`src/sv/fwck_pkg.sv`:
```
// Package for the four-wheel chassis kinematics block: types, constants and helpers.
package fwck_pkg;

    localparam int FRAC_BITS = 16;
    localparam int DATA_W    = 32;
    localparam int GAIN_W    = 31;
    localparam int IDX_W     = 3;
    localparam int LANES     = 4;

    // Widths of the kinematic datapath, mostly derived from the data, gain and fraction widths.
    localparam int PROD_W  = DATA_W + GAIN_W + 1;
    localparam int W_W     = PROD_W - FRAC_BITS;
    localparam int SUM_W   = W_W + 2;
    localparam int HI_W    = 25;
    localparam int LO_W    = SUM_W - HI_W;
    localparam int HPROD_W = HI_W + GAIN_W + 1;
    localparam int LPROD_W = LO_W + GAIN_W;
    localparam int MPROD_W = SUM_W + GAIN_W + 1;

    // Pipeline lengths of the two back-end units. The kinematic unit has three
    // registers ahead of its alignment pad, which brings it to the limit unit's length.
    localparam int KIN_LAT = 3;
    localparam int LIM_LAT = GAIN_W + 4;
    localparam int KIN_PAD = LIM_LAT - KIN_LAT;

    localparam logic [GAIN_W-1:0] GAIN_ONE = GAIN_W'(1 << FRAC_BITS);
    localparam logic [GAIN_W-1:0] LAT_RESET = GAIN_W'(1 << FRAC_BITS);

    localparam logic signed [MPROD_W-1:0] SAT_MAX = MPROD_W'(64'sd2147483647);
    localparam logic signed [MPROD_W-1:0] SAT_MIN = -SAT_MAX - MPROD_W'(64'sd1);

    typedef enum logic [1:0] {
        OP_INVERSE   = 2'd0,
        OP_FWD_VEL   = 2'd1,
        OP_FWD_DELTA = 2'd2,
        OP_LIMIT     = 2'd3
    } t_op;

    typedef enum logic [1:0] {
        ST_OK       = 2'd0,
        ST_DISABLED = 2'd1,
        ST_SAT      = 2'd2
    } t_status;

    typedef enum logic [IDX_W-1:0] {
        REG_ENABLE   = 3'd0,
        REG_MODE     = 3'd1,
        REG_V2RPM    = 3'd2,
        REG_RPM2V    = 3'd3,
        REG_RADIUS   = 3'd4,
        REG_INV4R    = 3'd5,
        REG_LATERAL  = 3'd6,
        REG_MAXRPM   = 3'd7
    } t_reg;

    typedef enum logic [1:0] {
        CL_KIN   = 2'd0,
        CL_LIMIT = 2'd1,
        CL_OFF   = 2'd2
    } t_class;

    typedef struct packed {
        t_op                      op;
        logic signed [DATA_W-1:0] value_0;
        logic signed [DATA_W-1:0] value_1;
        logic signed [DATA_W-1:0] value_2;
        logic signed [DATA_W-1:0] value_3;
    } t_cmd;

    typedef struct packed {
        logic signed [DATA_W-1:0] result_0;
        logic signed [DATA_W-1:0] result_1;
        logic signed [DATA_W-1:0] result_2;
        logic signed [DATA_W-1:0] result_3;
        t_status                  status;
    } t_result;

    typedef struct packed {
        logic              enable;
        logic              mode;
        logic [GAIN_W-1:0] velocity_to_rpm;
        logic [GAIN_W-1:0] rpm_to_velocity;
        logic [GAIN_W-1:0] rotation_radius;
        logic [GAIN_W-1:0] inverse_four_radius;
        logic [GAIN_W-1:0] lateral_scale;
        logic [GAIN_W-1:0] max_abs_rpm;
    } t_cfg;

    // Register values after reset: all zero except the lateral scale, which is one.
    localparam t_cfg CFG_RESET = {2'b00, {(4*GAIN_W){1'b0}}, LAT_RESET, {GAIN_W{1'b0}}};

    typedef struct packed {
        t_cmd   cmd;
        t_class cls;
    } t_job;

    typedef struct packed {
        logic [LANES-1:0][DATA_W-1:0] val;
        logic                         sat;
    } t_lanes;

    // Clamp a wide signed value to 32 bits; the top bit flags saturation.
    function automatic logic [DATA_W:0] clamp32(input logic signed [MPROD_W-1:0] x);
        logic [DATA_W:0] r;
        if (x > SAT_MAX) begin
            r = {1'b1, 1'b0, {(DATA_W-1){1'b1}}};
        end else if (x < SAT_MIN) begin
            r = {1'b1, 1'b1, {(DATA_W-1){1'b0}}};
        end else begin
            r = {1'b0, x[DATA_W-1:0]};
        end
        return r;
    endfunction

endpackage

```
`src/sv/fwck_queue.sv`:
```
// Two-entry queue of classified jobs between the front and back ends.
module fwck_queue (
    input  logic           i_clk,
    input  logic           i_rst_n,
    input  logic           i_push,
    input  fwck_pkg::t_job i_job,
    input  logic           i_pop,
    output logic           o_valid,
    output logic           o_full,
    output fwck_pkg::t_job o_job
);

    fwck_pkg::t_job r_mem [2];
    logic           r_wr;
    logic           r_rd;
    logic [1:0]     r_cnt;
    logic           pop;

    assign o_valid = (r_cnt != 2'd0);
    assign o_full  = (r_cnt == 2'd2);
    assign pop     = i_pop & o_valid;
    assign o_job   = r_mem[r_rd];

    always_ff @(posedge i_clk) begin
        if (i_push) begin
            r_mem[r_wr] <= i_job;
        end
        if (!i_rst_n) begin
            r_wr  <= 1'b0;
            r_rd  <= 1'b0;
            r_cnt <= 2'd0;
        end else begin
            if (i_push) begin
                r_wr <= ~r_wr;
            end
            if (pop) begin
                r_rd <= ~r_rd;
            end
            r_cnt <= r_cnt + 2'(i_push) - 2'(pop);
        end
    end

endmodule

```
`config.mk`:
```
export PLATFORM = sky130hd
export DESIGN_NAME = fwck_queue
export DESIGN_NICKNAME = d
export VERILOG_FILES = /design/src/sv/fwck_pkg.sv /design/src/sv/fwck_queue.sv
export SDC_FILE = /design/constraint.sdc
export NUM_CORES = 1
export LEC_CHECK = 0
export ABC_AREA = 1
export BUFFER_PORTS_ARGS = -buffer_cell sky130_fd_sc_hd__buf_2
export CORE_MARGIN = 5
export CORE_UTILIZATION = 50
export DETAILED_ROUTE_END_ITERATION = 10
export PLACE_DENSITY_LB_ADDON = 0.2
export SLEW_MARGIN = 20
export SYNTH_ARGS = -nofsm -noshare
export SYNTH_HDL_FRONTEND = slang
export SYNTH_SLANG_ARGS = --single-unit
```
`constraint.sdc`:
```
create_clock -name i_clk -period 12 [get_ports i_clk]
set_clock_uncertainty 0.05 [all_clocks]
set_input_delay 1.8 -clock i_clk [delete_from_list [all_inputs] [get_ports i_clk]]
set_output_delay 1.8 -clock i_clk [all_outputs]
set_load 0.02 [all_outputs]
```
==> impl_metrics.json, run 1 <==
{
  "status": "complete, no violations",
  "antenna_left": 0,
  "cp.required_ps": 10150,
  "max_slew_margin_pct": 33.7,
  "tightestPinTransition_ps": 995,
  "max_freq_mhz": 223,
  "wirelength_um": 18900,
  "routed-via-count": 5028,
  "pre_cts_ws_ps": 7850,
  "synth_compound_area_share_pct": 0.0496,
  "ys_seq_elements": 269,
  "clk_latency_ps": 500,
  "mostFrequentLayoutCell": "buf_2",
  "die_area_um2": 23100,
  "timing.hold.ws_ps": 475,
  "reg2reg_slack_ps": 9530,
  "synth_top_family_by_area": "multiplexers",
  "fin_nets": 873,
  "cts_max_level": 1,
  "yosys-top-cells-area": "edfxtp_1 (79%), mux2_4 (12%), mux2_2 (5.8%), buf_6 (1.0%), dfxtp_1 (0.99%)",
  "cts.path.max_buffers": 3,
  "avgSynthCellArea_um2": 22.6,
  "clock-root-buffer": "clkbuf_16",
  "drv_cap": 0,
  "switching_share_pct": 26.1,
  "drt_iter0_drc": 260,
  "synthMuxAreaShare_pct": 17.7,
  "syn_nets": 585,
  "yosys.area_share.xor_xnor_pct": 0,
  "rows": 52,
  "clk_pin_slew_ps": 60,
  "period_minus_slack_ps": 4480,
  "rsz0062_at_grt": "no",
  "power_frac_clock_pct": 32.3,
  "reg2reg_from": "r_wr",
  "hold_depth": 2,
  "cts_sinks": 269,
  "layout_setup_ws_ps": 7520,
  "p_sw_mw": 0.631,
  "layout_common_cells": "buf_2 (269), edfxtp_1 (264), mux2_4 (80)",
  "die_w_um": 152,
  "synth_cell_types": 13,
  "cts_made_buffers": 27,
  "synthesis.area_um2": 10100,
  "start_kind": "register",
  "grt.total_usage_pct": 15.5,
  "grt_max_degree": 72,
  "area_growth_pct": 24.1,
  "setup_viol": 0,
  "cts_post_setup_buffers_inserted": 0,
  "hold_violations": 0,
  "p_total_mw": 2.42,
  "netlist_instances": 447,
  "endpoint_kind": "output port",
  "drc": 0,
  "min_period_over_period_pct": 37.3,
  "worstHoldStart": "r_rd",
  "yosysTopAreaCellShare_pct": 78.5,
  "regToRegEndpoint": "r_mem[0][92]",
  "die_height_um": 152,
  "antenna_found_initial": 6,
  "vias_per_cell": 4.91,
  "crit_arrival_ps": 2630,
  "power_density_nw_per_um2": 193,
  "synth-adder-area-share_pct": 0.248,
  "final-max-slew-violation-count": 0,
  "port_buffers": 269,
  "leakagePower_nw": 4.88,
  "holdCritPathClass": "register to register",
  "nFillCells": 1505,
  "ios": 270,
  "dp_hpwl_um": 12600,
  "grt_pass1_vias": 5485,
  "synth_top_area_cell": "edfxtp_1",
  "p_int_mw": 1.79,
  "cts_resized": 0,
  "core_um2": 20000,
  "yosysSeqAreaShare_pct": 79.5,
  "crit_type": "register to output port",
  "ir_worst_vdd_uv": 162,
  "fin_tns_setup_ps": 0,
  "place_congestion": 0.757,
  "yosys.area_share.simple_pct": 0.769,
  "combinationalPowerShare_pct": 21.4,
  "grt-ovfl-total": 0,
  "grt_pass1_wl_um": 29100,
  "initial_core_util_pct": 50.4,
  "drtPass1Iterations": 4,
  "postCtsHoldBufs": 0,
  "yosys_warnings": 0,
  "power_frac_seq_pct": 46.3,
  "cp_max_fo": 58,
  "wl_per_cell_um": 18.4,
  "drive_above_1_share_pct": 59.0,
  "tritoncts": "yes",
  "reg2reg_depth": 3
}
[power groups by stage]
stage,registers (mW),logic [mW],clock network (mW)
floorplan,1.13,0.395,0
global placement,1.14,0.519,0
detailed placement,1.14,0.527,0
CTS,1.12,0.528,0.805
global route,1.13,0.553,0.847
finish,1.12,0.519,0.783
[cell type report]
cell class | instances | area [um^2] | share of cell area, %
antenna | 2 | 5.00 | 0.0399
clock buffer | 37 | 733 | 5.85
clock inverter | 10 | 100 | 0.799
inverter | 8 | 35.0 | 0.280
multi-input combinational | 155 | 1900 | 15.2
sequential | 269 | 8030 | 64.1
tap | 270 | 338 | 2.70
timing repair buffer | 274 | 1380 | 11.0
[sequential cells by signal, summed over array words and instances (netlist names), named ones only]
name / count
r_wr: 1
r_rd: 1
r_cnt: 2
r_mem: 264
[synth_stat cells]
master / count
a21oi_1: 1
buf_2: 5
buf_6: 9
buf_8: 1
dfxtp_1: 5
edfxtp_1: 264
ha_1: 2
inv_1: 8
mux2_2: 52
mux2_4: 80
nand2_1: 8
nand3_1: 2
nor2_1: 10
[worst max-delay path: stages, from the launching register on]
cell,delay [ps]
dfxtp_4,650
buf_4,850
mux2_2,410
buf_2,160
[worst max-delay path by stage]
stage	from	end	slack, ps
6_report	register	o_job[131]	7520
2_1_floorplan	i_push	r_mem[0][0]	3960
5_1_grt	register	o_job[131]	7400
3_3_place_gp	i_push	r_mem[0][115]	7910
3_5_place_dp	i_push	r_mem[0][40]	7850
4_1_cts	register	o_job[13]	7460
[through the flow]
stage | util (%) | instances | area (um^2)
6_report | 62.5 | 1025 | 12500
4_1_cts | 62.5 | 1023 | 12500
5_1_grt | 62.5 | 1025 | 12500
2_1_floorplan | - | 447 | 10100
3_5_place_dp | 58.3 | 976 | 11700
3_3_place_gp | 58.3 | 976 | 11700
[cells by family (layout without fill, tap and decap cells)]
logic type	count (synthesis)	count (layout)
buf+inv	23	329
fa+ha+maj	2	2
other cells	0	2
simple gates	20	20
compound gates	1	1
flops	269	269
mux	132	132
[layer usage]
metal / GRT usage (%) / wire length (um) / vias up
li1: - / - / 2339
met1: 20.5 / 7760 / 2439
met2: 25.0 / 9070 / 208
met3: 5.69 / 1730 / 34
met4: 3.60 / 306 / 8
met5: 0 / 40 / -
Note: power is estimated with default switching activity, not from simulation.
==> inputs of run 2 (changes only) <==
--- a/config.mk
+++ b/config.mk
@@ -5,10 +5,10 @@
 export SDC_FILE = /design/constraint.sdc
 export NUM_CORES = 1
 export LEC_CHECK = 0
-export ABC_AREA = 1
+export ABC_AREA = 0
 export BUFFER_PORTS_ARGS = -buffer_cell sky130_fd_sc_hd__buf_2
 export CORE_MARGIN = 5
-export CORE_UTILIZATION = 50
+export CORE_UTILIZATION = 47
 export DETAILED_ROUTE_END_ITERATION = 10
 export PLACE_DENSITY_LB_ADDON = 0.2
 export SLEW_MARGIN = 20
==> constraint.sdc (replaced) <==
create_clock -name i_clk -period 3.8 [get_ports i_clk]
set_clock_uncertainty 0.05 [all_clocks]
set_input_delay 0.57 -clock i_clk [delete_from_list [all_inputs] [get_ports i_clk]]
set_output_delay 0.57 -clock i_clk [all_outputs]
set_load 0.02 [all_outputs]
==> run 2 against run 1 <==
Combinational power grew to 3.2 times the previous value. Sequential cell count is the same. Sequential share of layout area shrank 0.27 points. Hold slack lost 280 ps. Via count shrank 1.3%. Critical path type unchanged. Register-to-register slack lost 7600 ps. Cell area grew 0.42%. Global-route usage shrank 0.83 points. Highest routed layer unchanged.
==> impl_metrics.json, run 2 <==
{
  "post_dp_cell_area_um2": 11800,
  "drive_above_1_share_pct": 59.6,
  "reg2reg_depth": 2,
  "slowest_stage": "dfxtp_4",
  "antenna_left": 0,
  "max_slew_margin_pct": 48.8,
  "synth_common_cells": "edfxtp_1 (264), mux2_4 (80), mux2_2 (52), buf_6 (9)",
  "path_buf_inv": 2,
  "grt-ovfl-total": 0,
  "cts_resized": 0,
  "post-route-util_pct": 59.7,
  "fin_area_um2": 12600,
  "netlist_instances": 434,
  "final-max-slew-violation-count": 0,
  "drt_iter0_drc": 234,
  "port_buffers": 269,
  "nFillCells": 1565,
  "yosys-top-cells-area": "edfxtp_1 (78%), mux2_4 (12%), mux2_2 (5.8%), buf_6 (1.0%), dfxtp_1 (0.99%)",
  "antenna_found_initial": 2,
  "regToRegEndpoint": "r_mem[1][98]",
  "instances_no_fill": 1021,
  "die_w_um": 157,
  "grt.total_usage_pct": 14.7,
  "power_frac_clock_pct": 31.4,
  "reg.largest.list": "r_mem x264, r_cnt x2",
  "place_congestion": 0.784,
  "min_period_over_period_pct": 77.4,
  "clock-root-buffer": "clkbuf_16",
  "die_area_um2": 24500,
  "core_um2": 21100,
  "reg2reg_from": "r_wr",
  "wirelength_um": 18900,
  "grt_pass1_vias": 5340,
  "leakagePower_nw": 4.86,
  "synth_cell_types": 17,
  "cp.required_ps": 3180,
  "clk_latency_ps": 510,
  "hold_violations": 0,
  "reg2reg_slack_ps": 1970,
  "start_kind": "register",
  "clk_pin_slew_ps": 60,
  "yosys_warnings": 0,
  "yosysTopAreaCellShare_pct": 78.5,
  "status": "complete, no violations",
  "ir_worst_vdd_uv": 445,
  "syn_nets": 572,
  "endpoint_kind": "output port",
  "crit_arrival_ps": 2320,
  "ys_async_sr_fraction_pct": 0,
  "cp_top_family": "flip-flops",
  "die_height_um": 157,
  "yosysMostFrequentCell": "edfxtp_1",
  "place_inst": 970,
  "synth-edff-count": 264,
  "power_density_nw_per_um2": 606,
  "largest-register": "r_mem",
  "layout_common_cells": "buf_2 (269), edfxtp_1 (264), mux2_4 (80)",
  "mostFrequentLayoutCell": "buf_2",
  "vias_per_cell": 4.86,
  "largest_reg_flops": 264,
  "cts_post_setup_buffers_inserted": 0,
  "tightestPinTransition_ps": 769,
  "rsz0062_at_grt": "no",
  "drc": 0,
  "worstPathCellList": "buf_12 > mux2_2 > buf_2",
  "dp_hpwl_um": 13000,
  "cts_max_level": 1,
  "p_int_mw": 5.62,
  "cts_sinks": 269,
  "ios": 270,
  "max_freq_mhz": 340,
  "min_to": "r_mem[1][54]",
  "synthFlopType": "edfxtp_1",
  "drv_cap": 0,
  "cp_max_fo": 47,
  "initial_core_util_pct": 47.9,
  "routed-via-count": 4963,
  "tritoncts": "yes",
  "hold_depth": 1,
  "grt_max_degree": 102,
  "slowest_delay_ps": 810,
  "worstHoldStart": "i_job[54]",
  "crit_type": "register to output port",
  "synthesis.area_um2": 10100,
  "fin_nets": 863,
  "yosysSeqAreaShare_pct": 79.5,
  "combinationalPowerShare_pct": 22.0,
  "wl_per_cell_um": 18.5,
  "grt_pass1_wl_um": 28400,
  "layout_setup_ws_ps": 857,
  "switching_share_pct": 26.3,
  "setup_viol": 0,
  "synth_top_area_cell": "edfxtp_1",
  "pre_cts_ws_ps": 1380,
  "rows": 53,
  "avgSynthCellArea_um2": 23.3,
  "p_total_mw": 7.62,
  "power_frac_seq_pct": 46.6,
  "cts_made_buffers": 28,
  "holdCritPathClass": "input pin to register",
  "postCtsHoldBufs": 0,
  "drtPass1Iterations": 4,
  "fin_tns_setup_ps": 0,
  "period_minus_slack_ps": 2940,
  "cts.path.max_buffers": 3,
  "timing.hold.ws_ps": 191,
  "area_growth_pct": 24.6,
  "p_sw_mw": 2.00,
  "ys_seq_elements": 269
}
run 2: layer usage:
metal  part of all wire (%)  track usage (%)  up-vias
li1                       -                -     2310
met1                     39             18.8     2409
met2                     48             24.2      214
met3                     11             5.28       28
met4                    1.6             3.47        2
met5                  0.037            0.794        -
run 2: worst max path at each step:
stage               cells past startpoint     start  slack [ps]           to
floorplan                               1    i_push         750  r_mem[0][0]
global placement                        3  register        1410    o_job[48]
detailed placement                      3  register        1380    o_job[20]
CTS                                     3  register         820    o_job[20]
global route                            3  register         750    o_job[20]
finish                                  3  register         860    o_job[29]
run 2: power groups by stage:
| stage | clock, mW | sequential, mW | combinational (mW) |
|---|---|---|---|
| 2_1_floorplan | 0 | 3.55 | 1.29 |
| 3_3_place_gp | 0 | 3.61 | 1.67 |
| 3_5_place_dp | 0 | 3.62 | 1.70 |
| 4_1_cts | 2.46 | 3.56 | 1.71 |
| 5_1_grt | 2.60 | 3.57 | 1.78 |
| 6_report | 2.39 | 3.56 | 1.68 |
run 2: cell families after synthesis:
family	share of synthesized area, %
DFF	79.5
muxes	17.9
buffers and inverters	1.47
and+or+nand+nor	0.533
AOI/OAI and AO/OA	0.149
adders and majority gates	0.248
xor gates and xnor gates	0.223
run 2: final cells by class:
type,instances,area (um^2),share of cell area (%)
well taps,275,344,2.73
clock inverters,9,42.5,0.338
repair buffers,276,1450,11.5
multi-input cells,148,1930,15.4
diodes,1,2.50,0.0199
clock buffers,41,771,6.13
inverters,2,7.51,0.0597
flip-flops and latches,269,8030,63.8
