`src/sv/fwck_pkg.sv`:
```
// Package for the four-wheel chassis kinematics block: types, constants and helpers.
package fwck_pkg;

    localparam int FRAC_BITS = 16;
    localparam int DATA_W    = 32;
    localparam int GAIN_W    = 31;
    localparam int IDX_W     = 3;
    localparam int LANES     = 4;

    // Widths of the kinematic datapath, mostly derived from the data, gain and fraction widths.
    localparam int PROD_W  = DATA_W + GAIN_W + 1;
    localparam int W_W     = PROD_W - FRAC_BITS;
    localparam int SUM_W   = W_W + 2;
    localparam int HI_W    = 25;
    localparam int LO_W    = SUM_W - HI_W;
    localparam int HPROD_W = HI_W + GAIN_W + 1;
    localparam int LPROD_W = LO_W + GAIN_W;
    localparam int MPROD_W = SUM_W + GAIN_W + 1;

    // Pipeline lengths of the two back-end units. The kinematic unit has three
    // registers ahead of its alignment pad, which brings it to the limit unit's length.
    localparam int KIN_LAT = 3;
    localparam int LIM_LAT = GAIN_W + 4;
    localparam int KIN_PAD = LIM_LAT - KIN_LAT;

    localparam logic [GAIN_W-1:0] GAIN_ONE = GAIN_W'(1 << FRAC_BITS);
    localparam logic [GAIN_W-1:0] LAT_RESET = GAIN_W'(1 << FRAC_BITS);

    localparam logic signed [MPROD_W-1:0] SAT_MAX = MPROD_W'(64'sd2147483647);
    localparam logic signed [MPROD_W-1:0] SAT_MIN = -SAT_MAX - MPROD_W'(64'sd1);

    typedef enum logic [1:0] {
        OP_INVERSE   = 2'd0,
        OP_FWD_VEL   = 2'd1,
        OP_FWD_DELTA = 2'd2,
        OP_LIMIT     = 2'd3
    } t_op;

    typedef enum logic [1:0] {
        ST_OK       = 2'd0,
        ST_DISABLED = 2'd1,
        ST_SAT      = 2'd2
    } t_status;

    typedef enum logic [IDX_W-1:0] {
        REG_ENABLE   = 3'd0,
        REG_MODE     = 3'd1,
        REG_V2RPM    = 3'd2,
        REG_RPM2V    = 3'd3,
        REG_RADIUS   = 3'd4,
        REG_INV4R    = 3'd5,
        REG_LATERAL  = 3'd6,
        REG_MAXRPM   = 3'd7
    } t_reg;

    typedef enum logic [1:0] {
        CL_KIN   = 2'd0,
        CL_LIMIT = 2'd1,
        CL_OFF   = 2'd2
    } t_class;

    typedef struct packed {
        t_op                      op;
        logic signed [DATA_W-1:0] value_0;
        logic signed [DATA_W-1:0] value_1;
        logic signed [DATA_W-1:0] value_2;
        logic signed [DATA_W-1:0] value_3;
    } t_cmd;

    typedef struct packed {
        logic signed [DATA_W-1:0] result_0;
        logic signed [DATA_W-1:0] result_1;
        logic signed [DATA_W-1:0] result_2;
        logic signed [DATA_W-1:0] result_3;
        t_status                  status;
    } t_result;

    typedef struct packed {
        logic              enable;
        logic              mode;
        logic [GAIN_W-1:0] velocity_to_rpm;
        logic [GAIN_W-1:0] rpm_to_velocity;
        logic [GAIN_W-1:0] rotation_radius;
        logic [GAIN_W-1:0] inverse_four_radius;
        logic [GAIN_W-1:0] lateral_scale;
        logic [GAIN_W-1:0] max_abs_rpm;
    } t_cfg;

    // Register values after reset: all zero except the lateral scale, which is one.
    localparam t_cfg CFG_RESET = {2'b00, {(4*GAIN_W){1'b0}}, LAT_RESET, {GAIN_W{1'b0}}};

    typedef struct packed {
        t_cmd   cmd;
        t_class cls;
    } t_job;

    typedef struct packed {
        logic [LANES-1:0][DATA_W-1:0] val;
        logic                         sat;
    } t_lanes;

    // Clamp a wide signed value to 32 bits; the top bit flags saturation.
    function automatic logic [DATA_W:0] clamp32(input logic signed [MPROD_W-1:0] x);
        logic [DATA_W:0] r;
        if (x > SAT_MAX) begin
            r = {1'b1, 1'b0, {(DATA_W-1){1'b1}}};
        end else if (x < SAT_MIN) begin
            r = {1'b1, 1'b1, {(DATA_W-1){1'b0}}};
        end else begin
            r = {1'b0, x[DATA_W-1:0]};
        end
        return r;
    endfunction

endpackage

```
`src/sv/fwck_front.sv`:
```
// Front end: configuration bank, command capture and classification.
module fwck_front (
    input  logic                     i_clk,
    input  logic                     i_rst_n,
    input  logic                     i_start,
    input  fwck_pkg::t_cmd           i_cmd,
    input  logic                     i_cfg_we,
    input  logic [fwck_pkg::IDX_W-1:0]  i_cfg_idx,
    input  logic [fwck_pkg::GAIN_W-1:0] i_cfg_data,
    input  logic                     i_full,
    output logic                     o_busy,
    output logic                     o_push,
    output fwck_pkg::t_job           o_job,
    output fwck_pkg::t_cfg           o_cfg
);

    logic           r_valid;
    logic           n_valid;
    fwck_pkg::t_job r_job;
    fwck_pkg::t_job n_job;
    fwck_pkg::t_cfg r_cfg;
    logic           accept;

    assign o_busy = r_valid & i_full;
    assign o_push = r_valid & ~i_full;
    assign accept = i_start & ~o_busy;

    always_comb begin
        n_valid = accept | (r_valid & i_full);
        n_job   = r_job;
        if (accept) begin
            n_job.cmd = i_cmd;
            if (i_cmd.op == fwck_pkg::OP_LIMIT) begin
                n_job.cls = fwck_pkg::CL_LIMIT;
            end else if (!r_cfg.enable) begin
                n_job.cls = fwck_pkg::CL_OFF;
            end else begin
                n_job.cls = fwck_pkg::CL_KIN;
            end
        end
    end

    always_ff @(posedge i_clk) begin
        r_job <= n_job;
        if (!i_rst_n) begin
            r_valid <= 1'b0;
        end else begin
            r_valid <= n_valid;
        end
    end

    always_ff @(posedge i_clk) begin
        if (!i_rst_n) begin
            r_cfg <= fwck_pkg::CFG_RESET;
        end else if (i_cfg_we) begin
            case (fwck_pkg::t_reg'(i_cfg_idx))
                fwck_pkg::REG_ENABLE:  r_cfg.enable              <= i_cfg_data[0];
                fwck_pkg::REG_MODE:    r_cfg.mode                <= i_cfg_data[0];
                fwck_pkg::REG_V2RPM:   r_cfg.velocity_to_rpm     <= i_cfg_data;
                fwck_pkg::REG_RPM2V:   r_cfg.rpm_to_velocity     <= i_cfg_data;
                fwck_pkg::REG_RADIUS:  r_cfg.rotation_radius     <= i_cfg_data;
                fwck_pkg::REG_INV4R:   r_cfg.inverse_four_radius <= i_cfg_data;
                fwck_pkg::REG_LATERAL: r_cfg.lateral_scale       <= i_cfg_data;
                fwck_pkg::REG_MAXRPM:  r_cfg.max_abs_rpm         <= i_cfg_data;
                default: ;
            endcase
        end
    end

    assign o_job = r_job;
    assign o_cfg = r_cfg;

endmodule

```
`config.mk`:
```
export PLATFORM = sky130hd
export DESIGN_NAME = fwck_front
export DESIGN_NICKNAME = d
export VERILOG_FILES = /design/src/sv/fwck_pkg.sv /design/src/sv/fwck_front.sv
export SDC_FILE = /design/constraint.sdc
export NUM_CORES = 1
export LEC_CHECK = 0
export BUFFER_PORTS_ARGS = -buffer_cell sky130_fd_sc_hd__buf_2
export CORE_AREA = 2 2 191 193
export CTS_BUF_LIST = sky130_fd_sc_hd__clkbuf_16
export DETAILED_ROUTE_END_ITERATION = 8
export DIE_AREA = 0 0 193 195
export SYNTH_ARGS = -nofsm -noshare
export SYNTH_HDL_FRONTEND = slang
export SYNTH_SLANG_ARGS = --single-unit
```
`constraint.sdc`:
```
create_clock -name i_clk -period 13.2 [get_ports i_clk]
set_input_delay 0 -clock i_clk [delete_from_list [all_inputs] [get_ports i_clk]]
set_output_delay 0 -clock i_clk [all_outputs]
set_load 0.02 [all_outputs]
```
==> results by group, run 1 <==
Status
  • Status: completed

Synthesis
  • Number of flops mapped to enable cells by yosys: 132
  • Top post-synthesis cells by area: edfxtp_1 (36%), dfxtp_1 (35%), mux2i_1 (17%), nand2_1 (7.5%), buf_4 (0.82%)
  • Area of the mapped netlist: 10900 um2
  • Synth area leader: edfxtp_1
  • Mapped Nets: 961
  • Synth warnings: 0
  • Top_reg_cell synth: dfxtp_1
  • Syn Inst Count: 792
  • Yosys reg bits: 321
  • Seq/Total Area, Yosys: 70.8%
  • Asr flop ratio synth: 0%
  • Top-area cell type share of the netlist area: 36.2%
  • Syn avg cell area: 13.8 um2
  • Synth unique cells: 20

STA
  • F_max: 0.399 GHz
  • Fin. max-slew vios: 0
  • Layout Skew: 0.0146 ns
  • Worst rel slew slack: 31.6%
  • Hold slack: 0.177 ns
  • Post-layout min period: 2.50 ns
  • RSZ-0062 raised after global routing: no
  • Setup_tns: 0 ns
  • Endpoints failing setup: 0
  • Final Hold Fails: 0
  • Worst Max-Slew Pin Slew: 1.02 ns
  • Final worst path period share: 19.0%

Clocking
  • Post-CTS setup buffer count: 0
  • Root Buffer Master: clkbuf_16
  • Clock sinks: 321
  • CTS buffer count: 36
  • H-tree Lvls: 2
  • CTS tree: built
  • Number of hold buffers added after CTS: 169
  • Clk buf depth: 3
  • Clock slew at reported path FFs: 0.06 ns
  • Worst-Skew Late Latency: 0.53 ns
  • Gates resized, CTS repair: 0

Worst setup path
  • Crit Path Max Fanout: 73
  • Setup CP Type: reg2reg
  • Setup crit end kind: flop
  • Required time worst endpoint: 13.36 ns
  • Startpoint types: flop
  • Crit path DAT: 2.66 ns

Place
  • Final GP Congestion: 0.907
  • Port Buffers: 490
  • DPL Wire Length: 26800 um
  • Area after DPL: 13700 um2

Route
  • Iteration-0 DRC Markers: 352
  • DRC Markers: 0
  • Vias per inst: 4.51
  • Mean routed wirelength per cell: 20.2 um
  • DR pass1 iterations: 4
  • Via count: 8738
  • Drt total wl: 39200 um
  • DRT antenna net count: 0

Flow run
  • Max-cap viol count: 0

GRT
  • Total gr overflow: 0
  • Initial antenna violation count: 2
  • Number of global-route vias before repair: 8880
  • Total track usage: 19.9%
  • First-pass GRT wire length: 55600 um
  • Largest net degree at the start of global routing: 90

Floorplanning
  • Die Area: 37600 um2
  • Core area: 35400 um2
  • Initial Util: 30.9%
  • IO Count: 491
  • Row count: 69
  • Die width: 193 um
  • Die height: 195 um

Pwr
  • Pleak: 0.00819 uW
  • Max VDD drop: 0.153 mV
  • Total chip power: 2260 uW
  • Power Density: 137 nW/um2

Finish
  • Nets: 1615
  • Layout cells sized above 1: 37.3%
  • Area Growth Syn to Fin: 51.0%
  • Final instance area: 16500 um2

Worst hold path
  • Hold WC Path Type: in2reg
## cell usage after synthesis (2+ instances only)
cell type and number:
buf_4 12, edfxtp_1 132, nor2b_1 4, nand4b_4 2, buf_12 3, buf_6 5
buf_2 17, dfxtp_1 189, mux2i_1 188, and2_1 2, clkbuf_1 12, nand2_1 218
## report_power, final
group | internal, uW | switching [uW]
sequential | 1070 | 13.5
combinational | 90.3 | 136
clock | 548 | 399
total | 1710 | 549
## worst paths after layout
kind,start,to,slack (ns),depth (start not counted)
min reg2reg,o_cfg[21],o_cfg[21],0.45,2
max,r_valid,o_job[101],10.70,4
max reg2reg,r_valid,o_job[101],10.70,4
min,i_cmd[38],o_job[40],0.18,2
## critical path, cell delays in order, from the launching register on
cell	delay [ns]
dfxtp_1	0.31
and2_1	0.19
nor2b_4	0.11
buf_4	0.61
buf_4	0.82
## cells in the final DEF, fill, tap and decap left out, types with 2 or more instances in the layout
| cell type | instances |
|---|---|
| and2_1 | 2 |
| buf_2 | 489 |
| buf_4 | 6 |
| bufinv_16 | 2 |
| clkbuf_16 | 37 |
| clkinv_1 | 7 |
| clkinv_2 | 5 |
| dfxtp_1 | 189 |
| diode_2 | 2 |
| dlygate4sd3_1 | 169 |
| edfxtp_1 | 132 |
| inv_1 | 11 |
| inv_6 | 2 |
| mux2i_1 | 188 |
| nand2_1 | 218 |
| nand4b_4 | 3 |
| nor2b_1 | 3 |
## flip-flops by register name, indices dropped and copies added (netlist names)
signal   flops
r_valid      1
o_cfg      188
o_job      132
## layout make-up
class                      count  area (um2)
antenna                        2        5.00
clock buffer                  37         926
clock inverter                29         186
fill                        3244       18900
multi-input combinational    422        2890
sequential                   321        7750
tap                          461         577
timing repair buffer         665        4200
## routing by layer
layer / up-vias / global-route usage, % / part of all wire, %
li1: 4044 / - / -
met4: 0 / 12.0 / 5.8
met2: 435 / 31.5 / 46
met3: 97 / 6.16 / 9.4
met1: 4162 / 23.4 / 39
met5: - / 0 / 0
## cells by family (layout without fill, tap and decap cells)
logic type / count (synthesis) / in the layout / share of synthesized area (%)
AO/OA/AOI/OAI: 1 / 1 / 0.0686
multiplexers: 188 / 188 / 17.2
other: 0 / 2 / 0
flip-flops: 321 / 321 / 70.8
AND/OR/NAND/NOR: 233 / 233 / 8.87
buffers and inverters: 49 / 731 / 3.08
## through the flow
stage | instances | worst slack (ns) | util (%)
3_3_place_gp | 1700 | 10.74 | 38.8
2_1_floorplan | 792 | 6.25 | -
3_5_place_dp | 1700 | 10.74 | 38.8
4_1_cts | 1935 | 10.73 | 46.7
5_1_grt | 1937 | 10.55 | 46.7
6_report | 1937 | 10.70 | 46.7
(Power assumes the default switching activity.)
==> run 2: changes to the inputs <==
==> constraint.sdc (replaced) <==
create_clock -name i_clk -period 2.25 [get_ports i_clk]
set_input_delay 0 -clock i_clk [delete_from_list [all_inputs] [get_ports i_clk]]
set_output_delay 0 -clock i_clk [all_outputs]
set_load 0.02 [all_outputs]
==> run 2 against run 1 <==
Compared with the run above: count of clock-buffer cells in the layout unchanged; wire length increased by 0.79%; critical path depth decreased by 1; largest cell class unchanged.
==> results by group, run 2 (synthesis results as in run 1) <==
Worst setup path
  • Crit Path Max Fanout: 29 (was 73)
  • Reg2Reg Depth: 3 (was 4)
  • R2R Path Start: r_valid (unchanged)
  • WP buf/inv: 1 (was 2)
  • Setup CP Type: reg2reg (unchanged)
  • CP max stage delay: 0.46 ns (was 0.82 ns)
  • CP cell instances: and2_4 -> nor2b_4 -> buf_4 (was and2_1 -> nor2b_4 -> buf_4 -> buf_4)
  • Levels on crit path: 3 (was 4)
  • Crit path DAT: 1.87 ns (was 2.66 ns)
  • Startpoint types: flop (unchanged)
  • Required time worst endpoint: 2.42 ns (was 13.36 ns)
  • Crit. Startpoint: r_valid (unchanged)
  • CP max-delay cell: buf_4 (unchanged)
  • Setup crit end kind: flop (unchanged)
  • Top Family by Delay on Critical Path: simple AND/OR/NAND/NOR gates (was buffers and inverters)

Clocking
  • H-tree Lvls: 2 (unchanged)
  • Root Buffer Master: clkbuf_16 (unchanged)
  • Post-CTS setup buffer count: 0 (unchanged)
  • Clock sinks: 321 (unchanged)
  • Clock slew at reported path FFs: 0.06 ns (about the same)
  • CTS tree: built (unchanged)
  • CTS buffer count: 36 (unchanged)
  • Clk buf depth: 3 (unchanged)
  • Worst-Skew Late Latency: 0.51 ns (was 0.53 ns)

Finish
  • Most common cell after layout, fill and taps aside: buf_2 (unchanged)
  • Non-Filler Instances: 1943 (was 1937)
  • Final instance area: 16600 um2 (was 16500 um2)
  • Max reg flops: 188 (unchanged)
  • Layout cells sized above 1: 38.1% (was 37.3%)
  • Nets: 1625 (was 1615)
  • Area Growth Syn to Fin: 52.1% (was 51.0%)
  • Most frequent cells in the layout: buf_2 (489), nand2_1 (218), dfxtp_1 (189), mux2i_1 (188), dlygate4sd3_1 (167) (was buf_2 (489), nand2_1 (218), dfxtp_1 (189), mux2i_1 (188), dlygate4sd3_1 (169))
  • Filler cells: 3224 (was 3244)

Worst hold path
  • Hold path start: i_cfg_data[0] (was i_cmd[38])
  • Hold WC Path Type: in2reg (unchanged)
  • WHS Path Cells: 3 (was 2)

Pwr
  • Total chip power: 13300 uW (was 2260 uW)
  • Pleak: 0.00823 uW (was 0.00819 uW)
  • Power Density: 797 nW/um2 (was 137 nW/um2)
  • Max VDD drop: 0.589 mV (was 0.153 mV)

Flow run
  • Max-cap viol count: 0 (unchanged)

Route
  • DR pass1 iterations: 6 (was 4)
  • Iteration-0 DRC Markers: 287 (was 352)
  • Via count: 8742 (was 8738)
  • DRT antenna net count: 0 (unchanged)
  • Vias per inst: 4.50 (was 4.51)
  • Drt total wl: 39500 um (was 39200 um)
  • Mean routed wirelength per cell: 20.3 um (was 20.2 um)
  • DRC Markers: 0 (unchanged)

STA
  • Final worst path period share: 75.6% (was 19.0%)
  • Worst Max-Slew Pin Slew: 1.00 ns (was 1.02 ns)
  • RSZ-0062 raised after global routing: no (unchanged)
  • Final Hold Fails: 0 (unchanged)
  • Worst rel slew slack: 33.1% (was 31.6%)
  • Layout Skew: 0.00715 ns (was 0.0146 ns)
  • Hold slack: 0.0225 ns (was 0.177 ns)
  • Endpoints failing setup: 0 (unchanged)
  • F_max: 0.588 GHz (was 0.399 GHz)
  • Post-layout min period: 1.70 ns (was 2.50 ns)
  • Fin. max-slew vios: 0 (unchanged)

GRT
  • Largest net degree at the start of global routing: 58 (was 90)
  • Initial antenna violation count: 1 (was 2)
  • Number of global-route vias before repair: 8814 (was 8880)
  • Total track usage: 20.0% (was 19.9%)
  • Total gr overflow: 0 (unchanged)
  • First-pass GRT wire length: 56300 um (was 55600 um)

Floorplanning
  • Row count: 69 (unchanged)
  • Die height: 195 um (unchanged)
  • Core area: 35400 um2 (unchanged)
  • Die width: 193 um (unchanged)
  • Die Area: 37600 um2 (unchanged)
  • Initial Util: 30.9% (unchanged)
  • IO Count: 491 (unchanged)

Place
  • DPL Wire Length: 27100 um (was 26800 um)
  • Port Buffers: 490 (unchanged)
  • Final GP Congestion: 0.850 (was 0.907)
  • Cell total after placement: 1712 (was 1700)
  • Area after DPL: 13900 um2 (was 13700 um2)

Status
  • Status: completed (unchanged)
[run 2: routing by layer]
| metal | wire (um) | part of all wire (%) | global-route usage, % | vias to the layer above |
|---|---|---|---|---|
| met5 | 0 | 0 | 0 | - |
| met4 | 1520 | 3.9 | 7.41 | 0 |
| met3 | 3650 | 9.2 | 6.63 | 70 |
| met2 | 18400 | 47 | 33.2 | 397 |
| met1 | 15900 | 40 | 24.1 | 4220 |
| li1 | - | - | - | 4055 |
[run 2: area by class of cell]
| cell class | count | area [um2] | share of cell area, % |
|---|---|---|---|
| repair buffers | 675 | 4320 | 25.9 |
| clock inverters | 26 | 178 | 1.07 |
| diodes | 1 | 2.50 | 0.0150 |
| flip-flops and latches | 321 | 7750 | 46.6 |
| clock buffers | 37 | 926 | 5.56 |
| well taps | 461 | 577 | 3.47 |
| multi-input cells | 422 | 2900 | 17.4 |
[run 2: repair_timing]
action / 4_1_cts / 5_1_grt
resized for setup: 0 / 0
hold buffers: 167 / 0
endpoints found under the setup margin: 0 / 0
endpoints found under the hold margin: 327 / 0
[run 2: power breakdown]
group	internal, uW	switching (uW)
logic	551	809
clock network	3210	2310
registers	6300	77.2
[run 2: tightest hold or removal path: stages]
cell	delay, ns
buf_2	0.07
nand2_1	0.21
mux2i_1	0.19
[run 2: through the flow]
| stage | worst slack (ns) | util [%] | TNS, ns |
|---|---|---|---|
| 2_1_floorplan | -0.589 | - | -77.75 |
| 3_3_place_gp | 0.595 | 39.2 | 0 |
| 3_5_place_dp | 0.539 | 39.2 | 0 |
| 4_1_cts | 0.538 | 47.0 | 0 |
| 5_1_grt | 0.441 | 47.0 | 0 |
| 6_report | 0.549 | 47.0 | 0 |
[run 2: path summary, 6_finish.rpt]
kind	to	slack (ns)
hold reg to reg	o_cfg[164]	0.45
setup / recovery	o_job[73]	0.55
setup reg to reg	o_job[73]	0.55
hold / removal	o_cfg[31]	0.02
